**src/hdl/palette_blinker_table_assert.svh**
```systemverilog
// assertion helpers shared by the blinker table modules
// both expect clk and rst_n in scope
`ifndef PALETTE_BLINKER_TABLE_ASSERT_SVH
`define PALETTE_BLINKER_TABLE_ASSERT_SVH

// same-cycle implication
`define PBT_ASSERT_IMP(lbl, ante, cons, msg) \
  lbl: assert property (@(posedge clk) disable iff (!rst_n) (ante) |-> (cons)) \
    else $error(msg);

// next-cycle implication
`define PBT_ASSERT_NEXT(lbl, ante, cons, msg) \
  lbl: assert property (@(posedge clk) disable iff (!rst_n) (ante) |=> (cons)) \
    else $error(msg);

`endif

```
**src/hdl/pbt_pkg.sv**
```systemverilog
`timescale 1ns / 1ps
`default_nettype none

package pbt_pkg;

  localparam int NUM_LIGHTS_DEF = 32;
  localparam int TICK_BITS_DEF  = 16;

  // width that holds any slot number and the table depth itself
  localparam int SLOT_EXT_W = 9;

  localparam logic [1:0] MODE_ADD    = 2'd0;
  localparam logic [1:0] MODE_DELETE = 2'd1;
  localparam logic [1:0] MODE_UPDATE = 2'd2;
  localparam logic [1:0] MODE_TICK   = 2'd3;

  localparam logic [1:0] STAT_OK         = 2'd0;
  localparam logic [1:0] STAT_NOT_ACTIVE = 2'd1;
  localparam logic [1:0] STAT_FULL       = 2'd2;

  localparam logic KIND_STATUS = 1'b0;
  localparam logic KIND_WRITE  = 1'b1;

  typedef struct packed {
    logic [1:0]  mode;
    logic [4:0]  slot;
    logic [7:0]  palette_index;
    logic [31:0] lit_color;
    logic [31:0] dark_color;
    logic [15:0] on_ticks;
    logic [15:0] off_ticks;
  } in_word_t;

  typedef struct packed {
    logic        kind;
    logic [1:0]  status;
    logic [4:0]  slot_out;
    logic [7:0]  target_index;
    logic [31:0] write_color;
    logic        last;
  } out_word_t;

  // per-slot settings kept in memory
  typedef struct packed {
    logic [7:0]  target;
    logic [31:0] lit_color;
    logic [31:0] dark_color;
    logic [15:0] on_ticks;
    logic [15:0] off_ticks;
  } light_t;

  typedef enum logic [2:0] {
    ST_IDLE,
    ST_ADD_SCAN,
    ST_CHECK,
    ST_UPD_WR,
    ST_TICK,
    ST_TICK_END,
    ST_STATUS
  } state_t;

  typedef enum logic [1:0] {
    SRC_ZERO,
    SRC_IDX,
    SRC_SLOT
  } stat_src_t;

  typedef struct packed {
    logic       latch;
    logic       mem_rd;
    logic       sel_slot;
    logic       tick_issue;
    logic       add_commit;
    logic       del_commit;
    logic       upd_commit;
    logic       emit_status;
    logic [1:0] stat_code;
    stat_src_t  stat_src;
  } pbt_cmd_t;

  typedef struct packed {
    logic idx_free;
    logic slot_ok;
  } pbt_sts_t;

endpackage

`default_nettype wire

```
**src/hdl/pbt_ctrl.sv**
```systemverilog
`timescale 1ns / 1ps
`default_nettype none
`include "palette_blinker_table_assert.svh"

module pbt_ctrl #(
  parameter int NUM_LIGHTS = pbt_pkg::NUM_LIGHTS_DEF,
  parameter int IDX_W      = 5
) (
  input  wire                   clk,
  input  wire                   rst_n,
  input  wire                   start,
  input  wire  [1:0]            in_mode,
  input  pbt_pkg::pbt_sts_t     sts,
  output logic                  busy,
  output pbt_pkg::pbt_cmd_t     cmd,
  output logic [IDX_W-1:0]      idx
);

  localparam logic [IDX_W-1:0] LAST_IDX = IDX_W'(NUM_LIGHTS - 1);

  pbt_pkg::state_t    state_r, state_nxt;
  logic [IDX_W-1:0]   idx_r, idx_nxt;
  logic [1:0]         mode_r, mode_nxt;
  logic [1:0]         stat_code_r, stat_code_nxt;
  pbt_pkg::stat_src_t stat_src_r, stat_src_nxt;
  logic               last_slot;

  assign last_slot = (idx_r == LAST_IDX);
  assign idx       = idx_r;

  always_ff @(posedge clk) begin
    if (!rst_n) begin
      state_r     <= pbt_pkg::ST_IDLE;
      idx_r       <= '0;
      mode_r      <= pbt_pkg::MODE_ADD;
      stat_code_r <= pbt_pkg::STAT_OK;
      stat_src_r  <= pbt_pkg::SRC_ZERO;
    end else begin
      state_r     <= state_nxt;
      idx_r       <= idx_nxt;
      mode_r      <= mode_nxt;
      stat_code_r <= stat_code_nxt;
      stat_src_r  <= stat_src_nxt;
    end
  end

  always_comb begin
    state_nxt     = state_r;
    idx_nxt       = idx_r;
    mode_nxt      = mode_r;
    stat_code_nxt = stat_code_r;
    stat_src_nxt  = stat_src_r;
    unique case (state_r)
      pbt_pkg::ST_IDLE: begin
        if (start) begin
          mode_nxt = in_mode;
          idx_nxt  = '0;
          unique case (in_mode)
            pbt_pkg::MODE_ADD: begin
              state_nxt = pbt_pkg::ST_ADD_SCAN;
            end
            pbt_pkg::MODE_TICK: begin
              state_nxt     = pbt_pkg::ST_TICK;
              stat_code_nxt = pbt_pkg::STAT_OK;
              stat_src_nxt  = pbt_pkg::SRC_ZERO;
            end
            default: begin
              state_nxt = pbt_pkg::ST_CHECK;
            end
          endcase
        end
      end
      pbt_pkg::ST_ADD_SCAN: begin
        priority if (sts.idx_free) begin
          state_nxt     = pbt_pkg::ST_STATUS;
          stat_code_nxt = pbt_pkg::STAT_OK;
          stat_src_nxt  = pbt_pkg::SRC_IDX;
        end else if (last_slot) begin
          state_nxt     = pbt_pkg::ST_STATUS;
          stat_code_nxt = pbt_pkg::STAT_FULL;
          stat_src_nxt  = pbt_pkg::SRC_ZERO;
        end else begin
          idx_nxt = idx_r + 1'b1;
        end
      end
      pbt_pkg::ST_CHECK: begin
        priority if (!sts.slot_ok) begin
          state_nxt     = pbt_pkg::ST_STATUS;
          stat_code_nxt = pbt_pkg::STAT_NOT_ACTIVE;
          stat_src_nxt  = pbt_pkg::SRC_SLOT;
        end else if (mode_r == pbt_pkg::MODE_DELETE) begin
          state_nxt     = pbt_pkg::ST_STATUS;
          stat_code_nxt = pbt_pkg::STAT_OK;
          stat_src_nxt  = pbt_pkg::SRC_SLOT;
        end else begin
          state_nxt = pbt_pkg::ST_UPD_WR;
        end
      end
      pbt_pkg::ST_UPD_WR: begin
        state_nxt     = pbt_pkg::ST_STATUS;
        stat_code_nxt = pbt_pkg::STAT_OK;
        stat_src_nxt  = pbt_pkg::SRC_SLOT;
      end
      pbt_pkg::ST_TICK: begin
        if (last_slot) begin
          state_nxt = pbt_pkg::ST_TICK_END;
        end else begin
          idx_nxt = idx_r + 1'b1;
        end
      end
      pbt_pkg::ST_TICK_END: begin
        // last slot is finished in the datapath this cycle
        state_nxt = pbt_pkg::ST_STATUS;
      end
      pbt_pkg::ST_STATUS: begin
        state_nxt = pbt_pkg::ST_IDLE;
      end
      default: begin
        state_nxt = pbt_pkg::ST_IDLE;
      end
    endcase
  end

  always_comb begin
    cmd           = '0;
    cmd.stat_code = stat_code_r;
    cmd.stat_src  = stat_src_r;
    busy          = (state_r != pbt_pkg::ST_IDLE);
    unique case (state_r)
      pbt_pkg::ST_IDLE: begin
        cmd.latch = start;
      end
      pbt_pkg::ST_ADD_SCAN: begin
        cmd.add_commit = sts.idx_free;
      end
      pbt_pkg::ST_CHECK: begin
        cmd.mem_rd     = 1'b1;
        cmd.sel_slot   = 1'b1;
        cmd.del_commit = sts.slot_ok && (mode_r == pbt_pkg::MODE_DELETE);
      end
      pbt_pkg::ST_UPD_WR: begin
        cmd.upd_commit = 1'b1;
      end
      pbt_pkg::ST_TICK: begin
        cmd.mem_rd     = 1'b1;
        cmd.tick_issue = 1'b1;
      end
      pbt_pkg::ST_STATUS: begin
        cmd.emit_status = 1'b1;
      end
      default: begin
        cmd.latch = 1'b0;
      end
    endcase
  end

  `PBT_ASSERT_IMP(a_idx_in_range, state_r != pbt_pkg::ST_IDLE,
    pbt_pkg::SLOT_EXT_W'(idx_r) < pbt_pkg::SLOT_EXT_W'(NUM_LIGHTS), "slot index past table")
  `PBT_ASSERT_NEXT(a_accept_busy, start && !busy, busy, "accepted word did not raise busy")
  `PBT_ASSERT_NEXT(a_tick_drain, state_r == pbt_pkg::ST_TICK && last_slot,
    state_r == pbt_pkg::ST_TICK_END, "tick walk did not drain after last slot")

endmodule

`default_nettype wire

```
**config.mk**
```make
export PLATFORM = sky130hd
export DESIGN_NAME = pbt_ctrl
export DESIGN_NICKNAME = d
export VERILOG_FILES = /design/src/hdl/pbt_pkg.sv /design/src/hdl/pbt_ctrl.sv
export VERILOG_INCLUDE_DIRS = /design/src /design/src/hdl
export SDC_FILE = /design/constraint.sdc
export NUM_CORES = 1
export LEC_CHECK = 0
export ABC_AREA = 1
export BUFFER_PORTS_ARGS = -buffer_cell sky130_fd_sc_hd__buf_2
export CAP_MARGIN = 20
export CORE_AREA = 10 10 49 66
export CTS_CLUSTER_DIAMETER = 80
export DETAILED_ROUTE_END_ITERATION = 12
export DIE_AREA = 0 0 59 76
export PLACE_DENSITY = 0.71
export SYNTH_ARGS = -nofsm -noshare
export SYNTH_HDL_FRONTEND = slang
export SYNTH_SLANG_ARGS = --single-unit
```
**constraint.sdc**
```tcl
create_clock -name clk -period 1.65 [get_ports clk]
set_input_delay 0.33 -clock clk [delete_from_list [all_inputs] [get_ports clk]]
set_output_delay 0.33 -clock clk [all_outputs]
set_load 0.02 [all_outputs]
```
* Word-level counts from Yosys, hierarchy flattened *
Index checks and enable logic that the tools add are counted.

storage, ports and cells
  bits in registers = 14
  bits of input ports = 7
  logic and storage cells = 65

operators by class
  add/sub/neg operators = 1
  equality and inequality tests = 15
  multiplexer cells = 32
  reductions and logical operators = 12

operators with widths
  kind                                                              number
  2-bit 2-to-1 mux                                                  10
  3-bit 2-to-1 mux                                                  6
  2-bit case mux with 4 select lines                                2
  5-bit 2-to-1 mux                                                  3
  3-bit case mux with 5 select lines                                1
  5-bit case mux with 3 select lines                                1
  3-bit == test (second input constant)                             3
  1-bit 2-to-1 mux                                                  8
  3-bit by 2-bit == test with 1-bit output (second input constant)  2
  2-bit inequality test (second input constant)                     3
  3-bit inequality test (second input constant)                     2
  3-bit case mux with 2 select lines                                1
  3-bit AND reduction                                               2
  3-bit nonzero test                                                2
  5-bit by 1-bit adder with 5-bit output (second input constant)    1
  5-bit == test (second input constant)                             1
  5-bit AND reduction                                               1
  4-bit nonzero test                                                1
  2-bit OR reduction                                                2
  3-bit by 1-bit == test with 1-bit output (second input constant)  1
  3-bit logical NOT                                                 1
  2-bit by 1-bit == test with 1-bit output (second input constant)  1
  2-bit == test (second input constant)                             1
  2-bit logical NOT                                                 1
  other kinds (3)                                                   3

* Longest topological paths before layout *
  word-level depth = 4
  mapped depth = 10
  mapped depth without buffers = 10

* Worst setup path before layout *
No wires, ideal clock.

  path type = reg2reg
  start point = reg idx_r[0], in the netlist idx[0]
  end point = reg stat_src_r[1]
  setup time = 0.070 ns
  data arrival time = 1.675 ns
  path slack = -0.095 ns
  stages on the path, launching flop included = 11
  path buffers = 0
  clock period less this slack = 1.745 ns
  cells stage by stage = dfxtp_1 ha_1 nand2_1 nor2_1 ha_1 or2_2 nor2_2 nor2_1 nand2_2 nand2_1 a21oi_1

between the ends
  longest elaborated chain between the ends = 3

RTL lines
  what                                    RTL line        RTL
  from (decl)                             pbt_ctrl.sv:22  logic [IDX_W-1:0] idx_r, idx_nxt;
  from (signal assigned)                  pbt_ctrl.sv:40  idx_r <= idx_nxt;
  5-bit == test                           pbt_ctrl.sv:28  assign last_slot = (idx_r == LAST_IDX);
  3-bit inequality test (no source line)  -
  5-bit AND reduction (no source line)    -
  to (signal assigned)                    pbt_ctrl.sv:37  stat_src_r <= pbt_pkg::SRC_ZERO;
  to (signal assigned)                    pbt_ctrl.sv:43  stat_src_r <= stat_src_nxt;
  to (decl)                               pbt_ctrl.sv:25  pbt_pkg::stat_src_t stat_src_r, stat_src_nxt;

Every way passes these cells.
A chain may end at the register's enable or synchronous reset.

* Worst setup path after layout *
  start point = reg idx_r[1], in the netlist idx[1]
  end point = reg stat_code_r[0]

between the ends
  longest elaborated chain between the ends = 3

RTL lines
  what                                    RTL line        RTL
  5-bit == test                           pbt_ctrl.sv:28
  3-bit inequality test (no source line)  -
  5-bit AND reduction (no source line)    -
  to (signal assigned)                    pbt_ctrl.sv:36  stat_code_r <= pbt_pkg::STAT_OK;
  to (signal assigned)                    pbt_ctrl.sv:42  stat_code_r <= stat_code_nxt;
  to (decl)                               pbt_ctrl.sv:24  logic [1:0] stat_code_r, stat_code_nxt;

Every way passes these cells.

==> impl_metrics.yaml <==
run_status:
  status: "completed"
global_routing:
  use_met3_pct: 2.67
  grtUsageTotal_pct: 10.1
  grt-ovfl-total: 0
  grt_max_degree: 10
  met2_usage_pct: 17.1
  gr-usage-met1_pct: 11.5
  busiest_layer: "met2"
  grt_pass1_wl_mm: 3.82
  antenna_found_initial: 0
  first_global_vias: 918
logic_synthesis:
  synth.distinct_cells: 22
  yosysTopAreaCellShare_pct: 31.5
  synth_common_cells: "nand2_1, nor2_1, inv_1, dfxtp_1, a21oi_1"
  netlist_top_cells_area: "dfxtp_1, nand2_1, nor2_1, inv_1, ha_1"
  yosysSeqAreaShare_pct: 31.5
  synth_flop_cell: "dfxtp_1"
  async_reset_ff_share_pct: 0
  synth_most_common_cell: "nand2_1"
  synthesis.nets: 148
  synth_seq_cells: 14
  yosysWarnings: 0
  syn-cell-area_sq_um: 890
  synthCells: 136
  syn_area_per_cell_sq_um: 6.54
  yosysTopAreaCell: "dfxtp_1"
  synth_edf_count: 0
worst_setup_path:
  crit_start: "idx[1]"
  crit_required_ns: 1.86
  r2r_start: "idx[1]"
  start_kind: "flip-flop"
  rr_endpoint: "stat_code_r[0]"
  reg2reg_depth: 10
  critical_path_buf_inv_count: 0
  crit_family: "simple AND/OR/NAND/NOR gates"
  crit_cells: 10
  arrival_ns: 1.80
  end_kind: "flip-flop"
  crit_chain: "ha_4 -> nand2_2 -> nor2_2 -> ha_2 -> or2_4 -> nor2_4 -> nor2_4 -> nand2_4 -> nand2_1 -> a21oi_2"
  critPathKind: "flip-flop to flip-flop"
  crit_fanout: 4
  crit_end: "stat_code_r[0]"
  crit_top_cell: "nor2_4"
  cpPeakStageDelay_ns: 0.36
  cp_slowest_cell: "dfxtp_4"
  rrSetupSlack_ns: 0.06
timing:
  period_minus_slack_ns: 1.59
  finalSetupViolations: 0
  fin_crit_sh_pct: 96.4
  finClkSkew_ns: 0.00351
  finalHoldViolCount: 0
  max_freq_ghz: 0.629
  drv_slew: 0
  worst_pin_slew_ns: 0.342
  max_slew_margin_pct: 77.2
  rsz0062_at_grt: "yes"
  setup_slack_ns: 0.0600
cts:
  clock_sinks: 14
  ctsHoldBuffers: 0
  htree_levels: 1
  root_buffer: "clkbuf_4"
  clk_pin_slew_ns: 0.08
  ctsLongestPathBuffers: 2
  tritoncts: "done"
  cts_buffers: 3
  clock_latency_ns: 0.28
finish:
  design_area_sq_mm: 0.00119
  antenna-diode-count: 0
  syn_to_final_growth_pct: 33.9
  final_layout_size_suffix_gt1_share_pct: 41.1
  fin_util_pct: 56.7
  nets: 182
floorplan:
  ioPinCount: 25
  initial_utilization_pct: 42.3
  die_w_microns: 59
  core-area_sq_mm: 0.00210
  core.rowCount: 20
  die_h_microns: 76
  dieArea_sq_mm: 0.00448
route:
  via_per_inst: 4.92
  post_drt_wl_per_cell_microns: 12.2
  drc: 0
  drtAntennaViolNets: 0
  wirelength_mm: 2.32
  dr.pass1.iters: 4
  vias: 934
  drt_iter0_markers: 21
pwr:
  ir_worst_vdd_uv: 925
  p_total_mw: 2.17
  leakagePower_nw: 0.609
  power_density_mw_per_mm2: 1820
place:
  gp_congestion: 0.795
  dp_slack_ns: -0.00393
  hpwl_mm: 1.77
  dpl_cell_area_sq_mm: 0.00104
  io_buffers: 24
flow_run:
  cap_violations: 0
worst_hold_path:
  min_path_type: "primary input to flip-flop"
logic make-up (layout without fill, tap and decap cells):
kind of cell             count (synthesis)  count (layout)  share of synthesized area, %
AND/OR/NAND/NOR                         72              72                          35.6
buffers and inverters                   23              55                          12.4
AO/OA/AOI/OAI                           20              20                          11.5
flip-flops                              14              14                          31.5
adder cells (fa/ha/maj)                  5               5                          7.03
XOR/XNOR                                 2               2                          1.97
worst min-delay path, cell delays in order:
cell     delay, ns
buf_2         0.14
nand2_1       0.07
nor2_1        0.03
worst min path at each step:
stage               slack [ns]  cells after the start              to            from
floorplan                 0.44                      2          idx[1]           rst_n
detailed placement        0.45                      2   stat_src_r[0]   stat_src_r[0]
finish                    0.32                      3          idx[1]           rst_n
global route              0.34                      3          idx[3]           rst_n
CTS                       0.32                      3          idx[3]           rst_n
global placement          0.45                      2  stat_code_r[1]  stat_code_r[1]
timing repair:
item	4_1_cts	5_1_grt
pin swaps	2	9
resized for setup	4	30
endpoints found under the setup margin	7	14
hold endpoints to repair	0	0
setup buffers	1	4
flip-flops by register name, summed over array words and instances, names as in the netlist:
register / count
stat_src_r: 2
idx: 5
stat_code_r: 2
state_r: 3
mode_r: 2
per-layer routing:
metal | wire (microns) | up-vias | share of wire, %
met1 | 924 | 421 | 40
li1 | - | 491 | -
met2 | 1260 | 18 | 55
met3 | 99 | 4 | 4.3
met4 | 29 | 0 | 1.3
met5 | 0 | - | 0
placed cells by master (no fill, tap or decap), types with 2 or more instances in the layout:
cell type	n
a21oi_1	8
a21oi_2	4
buf_2	21
buf_4	11
clkbuf_4	3
dfxtp_1	9
dfxtp_2	2
dfxtp_4	3
ha_1	3
inv_1	16
inv_2	3
nand2_1	24
nand2_2	8
nand3_1	6
nand4_1	2
nor2_1	20
nor2_2	4
nor2_4	4
o21ai_0	5
o21ai_1	2
metrics by stage:
step / setup TNS [ns] / hold slack (ns) / std cells
after detailed placement: -0.00393 / 0.453 / 182
after floorplan: 0 / 0.443 / 136
after global placement: 0 / 0.447 / 182
after CTS: 0 / 0.316 / 186
final: 0 / 0.318 / 190
after global routing: -0.106 / 0.339 / 190
layout make-up:
type | count | area [sq um]
fill | 216 | 911
multi-input combinational | 99 | 577
sequential | 14 | 294
timing repair buffer | 32 | 188
inverter | 20 | 82.6
tap | 22 | 27.5
clock buffer | 3 | 22.5
where the power goes:
group | internal [mW] | switching [mW] | leakage (nW)
Combinational | 0.510 | 0.858 | 0.478
Clock | 0.0846 | 0.105 | 0.0138
Sequential | 0.470 | 0.145 | 0.117
Power figures use the tool's default switching activity.
